==> config.mk <==
export PLATFORM = sky130hd
export DESIGN_NAME = elsm_div
export DESIGN_NICKNAME = d
export VERILOG_FILES = /design/src/sv/elsm_pkg.sv /design/src/sv/elsm_div.sv
export SDC_FILE = /design/constraint.sdc
export NUM_CORES = 1
export LEC_CHECK = 0
export ABC_AREA = 0
export ABC_CLOCK_PERIOD_IN_PS = 5200
export BUFFER_PORTS_ARGS = -buffer_cell sky130_fd_sc_hd__buf_2
export CORE_MARGIN = 3
export CORE_UTILIZATION = 37
export CTS_BUF_LIST = sky130_fd_sc_hd__clkbuf_8
export DETAILED_ROUTE_END_ITERATION = 10
export GPL_ROUTABILITY_DRIVEN = 1
export PLACE_DENSITY_LB_ADDON = 0.2
export SLEW_MARGIN = 5
export SYNTH_ARGS = -nofsm -noshare
export SYNTH_HDL_FRONTEND = slang
export SYNTH_SLANG_ARGS = --single-unit
export TNS_END_PERCENT = 30
==> constraint.sdc <==
create_clock -name clk -period 5.2 [get_ports clk]
set_input_delay 1.04 -clock clk [delete_from_list [all_inputs] [get_ports clk]]
set_output_delay 1.04 -clock clk [all_outputs]
set_load 0.01 [all_outputs]
==> src/sv/elsm_pkg.sv <==
// Shared types and constants for the event latency statistics monitor.
package elsm_pkg;

  localparam int unsigned NUM_PROBES_DEF = 64;

  localparam int unsigned CNT_W = 32;
  localparam int unsigned TOT_W = 48;
  localparam int unsigned DUR_W = 32;
  localparam int unsigned TS_W = 48;
  localparam int unsigned RATE_W = 46;
  localparam int unsigned MS_W = 29;

  // Shared divider widths: 48-bit dividend, 32-bit divisor
  localparam int unsigned DVD_W = 48;
  localparam int unsigned DVS_W = 32;

  localparam logic [CNT_W-1:0] CNT_MAX = '1;
  localparam logic [TOT_W-1:0] TOT_MAX = '1;
  localparam logic [DVS_W-1:0] NS_PER_MS = 32'd1000000;
  localparam logic [RATE_W-1:0] RATE_SCALE = 46'd10000;

  // Reciprocal of NS_PER_MS scaled by 2^TS_W, rounded down
  localparam int unsigned RCP_W = 29;
  localparam logic [RCP_W-1:0] MS_RECIP = 29'd281474976;

  typedef enum logic [2:0] {
    MODE_RECORD = 3'd0,
    MODE_START  = 3'd1,
    MODE_STOP   = 3'd2,
    MODE_CLEAR  = 3'd3,
    MODE_QUERY  = 3'd4
  } mode_t;

  typedef struct packed {
    logic [2:0]       mode;
    logic [7:0]       probe_id;
    logic [DUR_W-1:0] duration_ns;
    logic [TS_W-1:0]  now_ns;
  } item_t;

  typedef struct packed {
    logic [CNT_W-1:0] cnt;
    logic [TOT_W-1:0] tot;
    logic [DUR_W-1:0] mx;
  } slot_t;

  typedef struct packed {
    slot_t           slot;
    logic [TS_W-1:0] elapsed;
    logic            sampling;
    logic            probe_valid;
  } snap_t;

  typedef struct packed {
    logic [CNT_W-1:0]  probe_count;
    logic [TOT_W-1:0]  sum_ns;
    logic [DUR_W-1:0]  max_ns;
    logic [DUR_W-1:0]  mean_ns;
    logic [RATE_W-1:0] rate_x10;
    logic [MS_W-1:0]   sampled_ms;
    logic              sampling_on;
    logic              probe_valid;
  } rsp_t;

endpackage

==> src/sv/elsm_div.sv <==
// Restoring divider, one quotient bit per cycle, shared by the mean and rate divisions.
module elsm_div import elsm_pkg::*; (
  input  logic             clk,
  input  logic             rst,
  input  logic             start,
  input  logic [DVD_W-1:0] dividend,
  input  logic [DVS_W-1:0] divisor,
  output logic             done,
  output logic [DVD_W-1:0] quotient
);

  localparam int unsigned STEP_W = $clog2(DVD_W);
  localparam logic [STEP_W-1:0] LAST_STEP = STEP_W'(DVD_W - 1);

  logic              active;
  logic [STEP_W-1:0] steps;
  logic [DVS_W-1:0]  rem;
  logic [DVS_W-1:0]  dvs;
  logic [DVD_W-1:0]  q;
  logic [DVS_W:0]    rem_sh;
  logic [DVS_W+1:0]  diff;
  logic              fits;

  // Shift in the next dividend bit and trial-subtract the divisor
  assign rem_sh = {rem, q[DVD_W-1]};
  assign diff = {1'b0, rem_sh} - {2'b00, dvs};
  assign fits = !diff[DVS_W+1];
  assign quotient = q;

  always_ff @(posedge clk) begin
    if (rst) begin
      active <= 1'b0;
      done <= 1'b0;
    end else begin
      done <= !start && active && steps == LAST_STEP;
      if (start) begin
        active <= 1'b1;
      end else if (active && steps == LAST_STEP) begin
        active <= 1'b0;
      end
    end
    // Datapath holds no reset
    if (start) begin
      steps <= '0;
      rem <= '0;
      q <= dividend;
      dvs <= divisor;
    end else if (active) begin
      rem <= fits ? diff[DVS_W-1:0] : rem_sh[DVS_W-1:0];
      q <= {q[DVD_W-2:0], fits};
      steps <= steps + STEP_W'(1);
    end
  end

endmodule

==> flow_summary.json, run 1 <==
{
  "grt_overflow": 0,
  "numClockSinks": 120,
  "path_max_fanout": 24,
  "start_kind": "register",
  "post-cts-setup-buffers": 0,
  "vias": 5076,
  "post-place-cells": 927,
  "synth_top_area_share": 0.367,
  "drt_iter0_drc": 398,
  "initial_core_util": 0.386,
  "power.density_nw_per_um2": 309,
  "slew_viol_final": 0,
  "cts_max_level": 4,
  "wirelength_um": 15700,
  "grt_max_degree": 85,
  "cp-end-kind": "register",
  "path_clk_slew_ps": 80,
  "hold_class": "reg2reg",
  "worstMarginPinSlew_ps": 1080,
  "dp_slack_ps": 1850,
  "area_delta_synth_final_pct": 17.9,
  "dpl.hpwl_um": 11100,
  "root_buffer": "clkbuf_8",
  "max_stage_delay_ps": 790,
  "seq_area_frac_synth": 0.489,
  "yosysWarnings": 0,
  "tns_ps": 0,
  "ir_drop_v": 0.000181,
  "drcViolationCount": 0,
  "synth_top_area_cell": "edfxtp_1",
  "multi_input_area_sq_um": 3040,
  "ys_ff_latch": 120,
  "cts_tree": "built",
  "cts_buffers": 17,
  "fin_nets": 843,
  "syn-num-nets": 721,
  "fin_skew_ps": 12.6,
  "rsz0062_at_grt": "false",
  "ant_nets": 0,
  "critical_path.cell_chain": "inv_1 -> ha_1 -> a21oi_1 -> o21ai_0 -> a221oi_2 -> o21a_1 -> nor2_1 -> a21o_1 -> nand2_1 -> o32ai_1",
  "setup_viol": 0,
  "synth-edff-count": 80,
  "arrival_ps": 3730,
  "ys_top_cells_by_area": "edfxtp_1 37%, dfxtp_1 12%, mux2_2 8.4%",
  "track_usage": 0.164,
  "die_area_sq_um": 19300,
  "viasPerCell": 5.29,
  "seqCellArea_sq_um": 3200,
  "holdWs_ps": 495,
  "worst_slack_ps": 1810,
  "place_congestion": 0.913,
  "diodes": 0,
  "async_flop_share": 0,
  "synthFlopType": "edfxtp_1",
  "core_area_sq_um": 16900,
  "utilization": 0.455,
  "syn_avg_cell_area_sq_um": 10.8,
  "syn_area_sq_um": 6540,
  "firstDrtPassIters": 4,
  "fin_crit_ps": 3390,
  "num_rows": 47,
  "grt_pass1_wl_um": 26000,
  "cellLeakagePower_nw": 3.28,
  "slowest_stage": "a21o_1",
  "port_buffers": 131,
  "drv_cap": 0,
  "clockBufferDepth": 2,
  "max_freq_mhz": 295,
  "synth_cells": 604,
  "hold_buffers": 0,
  "outcome": "finished, final reports clean",
  "drive_gt1_frac": 0.307,
  "wl_per_cell_um": 16.4,
  "clk_latency_ps": 440,
  "stdcell_count": 959,
  "path_class": "reg2reg",
  "nFillCells": 1587,
  "dieWidth_um": 139,
  "fin_crit_sh": 0.652,
  "hold_violations": 0,
  "grt_antenna_before_repair": 0,
  "crit_buf_inv": 1,
  "ios": 132,
  "relSlewSlack": 0.279,
  "cts.repair.resized": 0,
  "crit_required_ps": 5540,
  "grt_pass1_vias": 5252,
  "die_h_um": 139,
  "yosysUniqueCellTypes": 60,
  "crit_family": "compound AO/OA/AOI/OAI gates"
}
==> synthesized netlist by cell type, types with 2 or more instances <==
master / count
o21a_1: 3
o21bai_1: 4
mux2_2: 49
a211oi_1: 8
buf_1: 2
clkbuf_1: 16
nand4_1: 9
nor2b_1: 5
nor2_1: 46
nand2_1: 59
edfxtp_1: 80
o21ai_0: 32
a21o_1: 18
nand3_1: 9
buf_6: 4
a32oi_1: 4
o22ai_1: 3
ha_1: 33
and2_1: 2
xor2_1: 10
a21oi_2: 3
nor4_1: 2
buf_4: 2
xnor2_1: 19
clkbuf_2: 4
a31oi_1: 10
and3_1: 4
nor3_1: 5
a311oi_1: 15
mux2i_1: 8
a221oi_1: 2
or3_1: 4
dfxtp_1: 40
nor3b_1: 2
o31ai_1: 2
a21oi_1: 18
inv_1: 39
buf_2: 2
nand2b_1: 6
==> layout by cell type (no fill, tap or decap), types with 6 or more instances in the layout <==
cell type / instances
mux2_2: 49
xor2_1: 10
a21o_1: 18
xnor2_1: 19
edfxtp_1: 80
nand3_1: 9
nand2_1: 59
clkbuf_8: 17
nor2_1: 46
clkinv_4: 6
nand2b_1: 6
dfxtp_1: 40
nand4_1: 9
a311oi_1: 15
a21oi_1: 18
ha_1: 33
buf_2: 130
inv_1: 38
a31oi_1: 10
o21ai_0: 32
a211oi_1: 8
mux2i_1: 8
==> final cells by class <==
| cell class | count | share of cell area |
|---|---|---|
| multi-input combinational | 415 | 0.394 |
| timing repair buffer | 133 | 0.0873 |
| clock buffer | 17 | 0.0303 |
| tap | 220 | 0.0357 |
| clock inverter | 15 | 0.0188 |
| sequential | 120 | 0.415 |
| inverter | 39 | 0.0190 |
==> cells by family after synthesis <==
| kind of cell | count (synthesis) | synth area share |
|---|---|---|
| AOI/OAI and AO/OA | 138 | 0.152 |
| xor gates and xnor gates | 29 | 0.0388 |
| adders and majority gates | 34 | 0.0662 |
| buffers and inverters | 69 | 0.0465 |
| DFF | 120 | 0.489 |
| muxes | 58 | 0.0989 |
| and+or+nand+nor | 156 | 0.108 |
==> stage by stage <==
step           power (mW)  area (sq um)
6_report             2.39          7710
5_1_grt              2.51          7710
4_1_cts              2.42          7710
3_5_place_dp         1.59          7330
3_3_place_gp         1.59          7330
2_1_floorplan        1.46          6540
==> worst register-to-register path, delay by kind of cell (launching register included) <==
family / cells / cell delay, ps
buffers and inverters: 1 / 50
DFF: 1 / 340
AOI/OAI and AO/OA: 6 / 1940
and+or+nand+nor: 2 / 580
adders and majority gates: 1 / 390
==> report_power, final <==
group / internal (mW) / switching (mW) / leakage (nW) / total [mW]
combinational: 0.189 / 0.239 / 1.97 / 0.427
clock: 0.386 / 0.428 / 0.189 / 0.814
sequential: 1.11 / 0.0395 / 1.12 / 1.14
==> sequential cells by signal, indices dropped and copies added (netlist names) <==
| register | count |
|---|---|
| quotient | 48 |
| dvs | 32 |
| rem | 32 |
| steps | 6 |
| active | 1 |
| done | 1 |
==> worst paths after layout <==
kind                               from      end  slack [ps]  cells past startpoint
worst max-delay path            dvs[22]  rem[30]        1810                     10
worst min-delay path            rem[11]  rem[11]         490                      2
worst max register to register  dvs[22]  rem[30]        1810                     10
worst min register to register  rem[11]  rem[11]         490                      2
==> metal layers <==
layer | up-vias | share of wire | track usage
li1 | 2473 | - | -
met1 | 2381 | 0.44 | 0.207
met2 | 201 | 0.45 | 0.260
met3 | 21 | 0.091 | 0.0659
met4 | 0 | 0.017 | 0.0520
met5 | - | 0 | 0
(Power assumes the default switching activity.)
==> inputs of run 2 (changes only) <==
--- a/config.mk
+++ b/config.mk
@@ -6,7 +6,7 @@
 export NUM_CORES = 1
 export LEC_CHECK = 0
 export ABC_AREA = 0
-export ABC_CLOCK_PERIOD_IN_PS = 5200
+export ABC_CLOCK_PERIOD_IN_PS = 3550
 export BUFFER_PORTS_ARGS = -buffer_cell sky130_fd_sc_hd__buf_2
 export CORE_MARGIN = 3
 export CORE_UTILIZATION = 37
==> constraint.sdc (replaced) <==
create_clock -name clk -period 3.55 [get_ports clk]
set_input_delay 0.71 -clock clk [delete_from_list [all_inputs] [get_ports clk]]
set_output_delay 0.71 -clock clk [all_outputs]
set_load 0.01 [all_outputs]
==> flow_summary.json, run 2 (same netlist as run 1, synthesis figures left out) <==
{
  "cts.repair.resized": 0,
  "r2r_start": "quotient[47]",
  "switchingPower_mw": 1.01,
  "hold_buffers": 0,
  "tns_ps": 0,
  "drv_cap": 0,
  "post-cts-setup-buffers": 0,
  "p_clk_frac": 0.372,
  "p_comb_frac": 0.172,
  "dp_slack_ps": 612,
  "hold_violations": 0,
  "fin_crit_ps": 2940,
  "final_cell_mix": "130 x buf_2, 80 x edfxtp_1, 59 x nand2_1",
  "ir_drop_v": 0.000255,
  "grt_pass1_vias": 5380,
  "viasPerCell": 5.20,
  "grt_overflow": 0,
  "root_buffer": "clkbuf_8",
  "path_clk_slew_ps": 80,
  "relSlewSlack": 0.479,
  "firstDrtPassIters": 4,
  "num_rows": 47,
  "track_usage": 0.164,
  "hold_class": "in2reg",
  "holdPathStages": 2,
  "drcViolationCount": 0,
  "switching_share": 0.274,
  "clk_latency_ps": 450,
  "path_class": "reg2reg",
  "cp-end-kind": "register",
  "path_max_fanout": 3,
  "worst_slack_ps": 613,
  "diodes": 0,
  "layout_commonest_cell": "buf_2",
  "dieWidth_um": 139,
  "hold_start": "rst",
  "ant_nets": 0,
  "core_area_sq_um": 16900,
  "fin_nets": 849,
  "numClockSinks": 120,
  "r2r_end": "rem[30]",
  "p_int_mw": 2.67,
  "wirelength_um": 15600,
  "design_area_sq_um": 7840,
  "place_area_sq_um": 7400,
  "largest_reg_flops": 48,
  "fin_crit_sh": 0.827,
  "cellLeakagePower_nw": 3.35,
  "grt_antenna_before_repair": 0,
  "start_kind": "register",
  "worst-r2r-setup-slack_ps": 610,
  "stdcell_count": 965,
  "worst-r2r-cell-count": 12,
  "fin_skew_ps": 11.7,
  "drt_iter0_drc": 339,
  "p_seq_frac": 0.456,
  "cts_max_level": 4,
  "grt_pass1_wl_um": 26100,
  "post-place-cells": 933,
  "vias": 5021,
  "port_buffers": 131,
  "area_delta_synth_final_pct": 19.8,
  "die_area_sq_um": 19300,
  "arrival_ps": 3290,
  "initial_core_util": 0.386,
  "die_h_um": 139,
  "cts_buffers": 17,
  "clockBufferDepth": 2,
  "crit_required_ps": 3910,
  "power.density_nw_per_um2": 469,
  "hold_path_end": "active",
  "dpl.hpwl_um": 11200,
  "place_congestion": 0.873,
  "rsz0062_at_grt": "false",
  "drive_gt1_frac": 0.310,
  "ios": 132,
  "slew_viol_final": 0,
  "utilization": 0.463,
  "setup_viol": 0,
  "max_freq_mhz": 341,
  "worstMarginPinSlew_ps": 780,
  "grt_max_degree": 102,
  "cts_tree": "built",
  "outcome": "finished, final reports clean",
  "wl_per_cell_um": 16.2
}
## run 2: cell types whose count changed in the layout (fill, tap and decap cells not counted), sizes merged
| cell | before | now |
|---|---|---|
| buf | 133 | 139 |
| bufinv | 1 | 4 |
| clkinv | 8 | 3 |
| clkinvlp | 2 | 3 |
| inv | 43 | 44 |
## run 2: how the worst max path moves through the flow
stage                      start  slack, ps      end
floorplan           quotient[47]        830  rem[30]
global placement    quotient[47]        690  rem[30]
detailed placement  quotient[47]        610  rem[30]
CTS                 quotient[47]        570  rem[30]
global route        quotient[47]        370  rem[30]
finish              quotient[47]        610  rem[30]
## run 2: power groups by stage
stage	Clock (mW)	Combinational (mW)	Sequential (mW)
after floorplan	0	0.408	1.72
after global placement	0	0.624	1.71
after detailed placement	0	0.633	1.70
after CTS	1.41	0.635	1.68
after global routing	1.46	0.705	1.69
final	1.37	0.632	1.68
## run 2: per-layer routing
| metal | track usage | vias up | routed length (um) |
|---|---|---|---|
| met5 | 0 | - | 0 |
| met3 | 0.0648 | 13 | 1180 |
| met4 | 0.0474 | 0 | 180 |
| li1 | - | 2478 | - |
| met1 | 0.204 | 2384 | 6960 |
| met2 | 0.265 | 146 | 7290 |
## run 2: final cells by class
cell class,instances,area (sq um)
Tap cell,220,275
Multi-Input combinational cell,415,3040
Sequential cell,120,3200
Clock inverter,15,199
Timing Repair Buffer,139,743
Fill cell,1617,9100
Inverter,39,146
Clock buffer,17,234
## run 2: critical path: stages, from the launching register on
cell	delay, ps
edfxtp_1	380
inv_1	80
ha_1	150
inv_1	50
fa_1	420
a211oi_1	310
o21ai_0	200
nand3_1	170
nand2_1	70
o221ai_1	240
o21ai_0	210
mux2_2	300
o32ai_1	260
## run 2: stage by stage
stage / power, mW / hold WS [ps]
floorplan: 2.13 / 453
global placement: 2.33 / 465
detailed placement: 2.34 / 483
CTS: 3.72 / 399
global route: 3.86 / 400
finish: 3.67 / 431
==> inputs of run 3 (changes only) <==
--- a/config.mk
+++ b/config.mk
@@ -5,8 +5,8 @@
 export SDC_FILE = /design/constraint.sdc
 export NUM_CORES = 1
 export LEC_CHECK = 0
-export ABC_AREA = 0
-export ABC_CLOCK_PERIOD_IN_PS = 3550
+export ABC_AREA = 1
+export ABC_CLOCK_PERIOD_IN_PS = 2700
 export BUFFER_PORTS_ARGS = -buffer_cell sky130_fd_sc_hd__buf_2
 export CORE_MARGIN = 3
 export CORE_UTILIZATION = 37
==> constraint.sdc (replaced) <==
create_clock -name clk -period 2.7 [get_ports clk]
set_input_delay 0.54 -clock clk [delete_from_list [all_inputs] [get_ports clk]]
set_output_delay 0.54 -clock clk [all_outputs]
set_load 0.01 [all_outputs]
==> flow_summary.json, run 3 <==
{
  "met2_usage": 0.285,
  "synth_cells": 1048,
  "setup_viol": 0,
  "path_class": "reg2reg",
  "relSlewSlack": 0.592,
  "crit_top_cell": "nand2_1",
  "grt_pass1_vias": 6592,
  "finalPower_mw": 4.31,
  "fin_skew_ps": 12.3,
  "clk_latency_ps": 440,
  "path_max_fanout": 4,
  "fin_crit_ps": 2320,
  "syn_area_sq_um": 7530,
  "area_delta_synth_final_pct": 17.9,
  "synth_top_area_share": 0.319,
  "rsz0062_at_grt": "false",
  "yosysWarnings": 0,
  "port_buffers": 131,
  "grt_max_degree": 57,
  "ys_top_cells_by_count": "459 x nand2_1, 168 x inv_1, 80 x edfxtp_1, 72 x nand3_1, 47 x nor2_1",
  "max_freq_mhz": 431,
  "synth.most_common_cell": "nand2_1",
  "max_stage_delay_ps": 430,
  "ir_drop_v": 0.000299,
  "initial_core_util": 0.382,
  "crit_buf_inv": 2,
  "hold_violations": 0,
  "cts_tree": "built",
  "place_congestion": 0.935,
  "firstDrtPassIters": 5,
  "crit_required_ps": 3040,
  "syn_avg_cell_area_sq_um": 7.18,
  "cellLeakagePower_nw": 4.80,
  "utilization": 0.450,
  "drcViolationCount": 0,
  "seq_area_frac_synth": 0.426,
  "gr-usage-met3": 0.0475,
  "vias": 6716,
  "diodes": 0,
  "syn-num-nets": 1165,
  "die_h_um": 149,
  "tns_ps": 0,
  "cts.repair.resized": 0,
  "final_cell_mix": "459 x nand2_1, 167 x inv_1, 130 x buf_2",
  "layout_commonest_cell": "nand2_1",
  "dpl.hpwl_um": 14900,
  "synthFlopType": "edfxtp_1",
  "numClockSinks": 120,
  "busiest_layer": "met2",
  "grt_overflow": 0,
  "fin_crit_sh": 0.860,
  "yosysUniqueCellTypes": 36,
  "start_kind": "register",
  "die_area_sq_um": 22100,
  "root_buffer": "clkbuf_8",
  "largest_reg_flops": 48,
  "slew_viol_final": 0,
  "critical_path.cell_chain": "inv_1 -> ha_1 -> inv_1 -> fa_1 -> nand3_1 -> nand3_1 -> nand2_1 -> nand2_1 -> nand2_1 -> nand2_1 -> nand2_1 -> nand2_1 -> nand2_1 -> nand3_2 -> nand2_1 -> nand2_1",
  "power.density_nw_per_um2": 486,
  "cp-end-kind": "register",
  "met1_usage": 0.255,
  "wirelength_um": 19800,
  "fin_nets": 1301,
  "ys_top_cells_by_area": "edfxtp_1 32%, nand2_1 23%, dfxtp_1 11%",
  "clockBufferDepth": 2,
  "cts_buffers": 17,
  "cts_max_level": 4,
  "grt_antenna_before_repair": 0,
  "num_rows": 51,
  "drt_iter0_drc": 389,
  "crit_family": "simple AND/OR/NAND/NOR gates",
  "outcome": "finished, final reports clean",
  "async_flop_share": 0,
  "track_usage": 0.185,
  "post-place-cells": 1430,
  "wl_per_cell_um": 13.5,
  "slowest_stage": "fa_1",
  "worstMarginPinSlew_ps": 611,
  "synth-edff-count": 80,
  "drv_cap": 0,
  "arrival_ps": 2670,
  "hold_class": "in2reg",
  "drive_gt1_frac": 0.175,
  "ys_ff_latch": 120,
  "path_clk_slew_ps": 80,
  "viasPerCell": 4.59,
  "ios": 132,
  "hold_buffers": 0,
  "core_area_sq_um": 19700,
  "post-cts-setup-buffers": 0,
  "dieWidth_um": 149,
  "synth_top_area_cell": "edfxtp_1",
  "grt_pass1_wl_um": 32500,
  "ant_nets": 0,
  "stdcell_count": 1462
}
-- run 3: cell count changes in the layout (fill, tap and decap cells not counted), sizes merged, moves of 9 or more --
cell    previous run  this run
a211oi             9         0
a21o              19         0
a311oi            15         0
nand3b             1        17
nand2             59       465
mux2              50         0
a31oi             10         1
nand3              9        83
xor2              10         1
o21ai             34        14
inv               44       181
-- run 3: metal layers --
metal  wire length [um]  up-vias
met2               8520      183
met5                  0        -
met4                388        0
met3               1240       29
met1               9590     2960
li1                   -     3544
-- run 3: through the flow --
step	hold WS, ps	area (sq um)	setup WS [ps]
2_1_floorplan	444	7530	344
3_3_place_gp	460	8500	367
3_5_place_dp	461	8500	371
4_1_cts	229	8880	353
5_1_grt	237	8880	119
6_report	266	8880	377
-- run 3: kinds of logic (layout without fill, tap and decap cells) --
group / count (synthesis) / count (layout) / synth area share
AO/OA/AOI/OAI: 40 / 40 / 0.0304
XOR/XNOR: 15 / 15 / 0.0175
adder cells (fa/ha/maj): 34 / 34 / 0.0575
buffers and inverters: 199 / 348 / 0.105
flip-flops: 120 / 120 / 0.426
AND/OR/NAND/NOR: 640 / 640 / 0.364
-- run 3: area by class of cell --
class	instances	area, sq um
Fill cell	2041	10800
Multi-Input combinational cell	729	3530
Sequential cell	120	3200
Timing Repair Buffer	142	778
Inverter	174	653
Tap cell	265	332
Clock buffer	17	234
Clock inverter	15	143
-- run 3: worst paths after layout --
path | to | startpoint | depth (start not counted) | slack, ps
setup reg to reg | rem[28] | quotient[47] | 16 | 380
setup / recovery | rem[28] | quotient[47] | 16 | 380
hold reg to reg | rem[9] | rem[9] | 2 | 480
hold / removal | dvs[3] | divisor[3] | 1 | 270
-- run 3: report_power, final --
| group | leakage (nW) | switching, mW | internal (mW) |
|---|---|---|---|
| clock network | 0.189 | 0.843 | 0.748 |
| logic | 3.48 | 0.351 | 0.212 |
| registers | 1.13 | 0.0579 | 2.10 |
-- run 3: worst register-to-register path: cells and delay by family, from the launching register on --
kind	cells	cell delay, ps
AND/OR/NAND/NOR	12	1130
buffers and inverters	2	160
adder cells (fa/ha/maj)	2	570
flip-flops	1	380
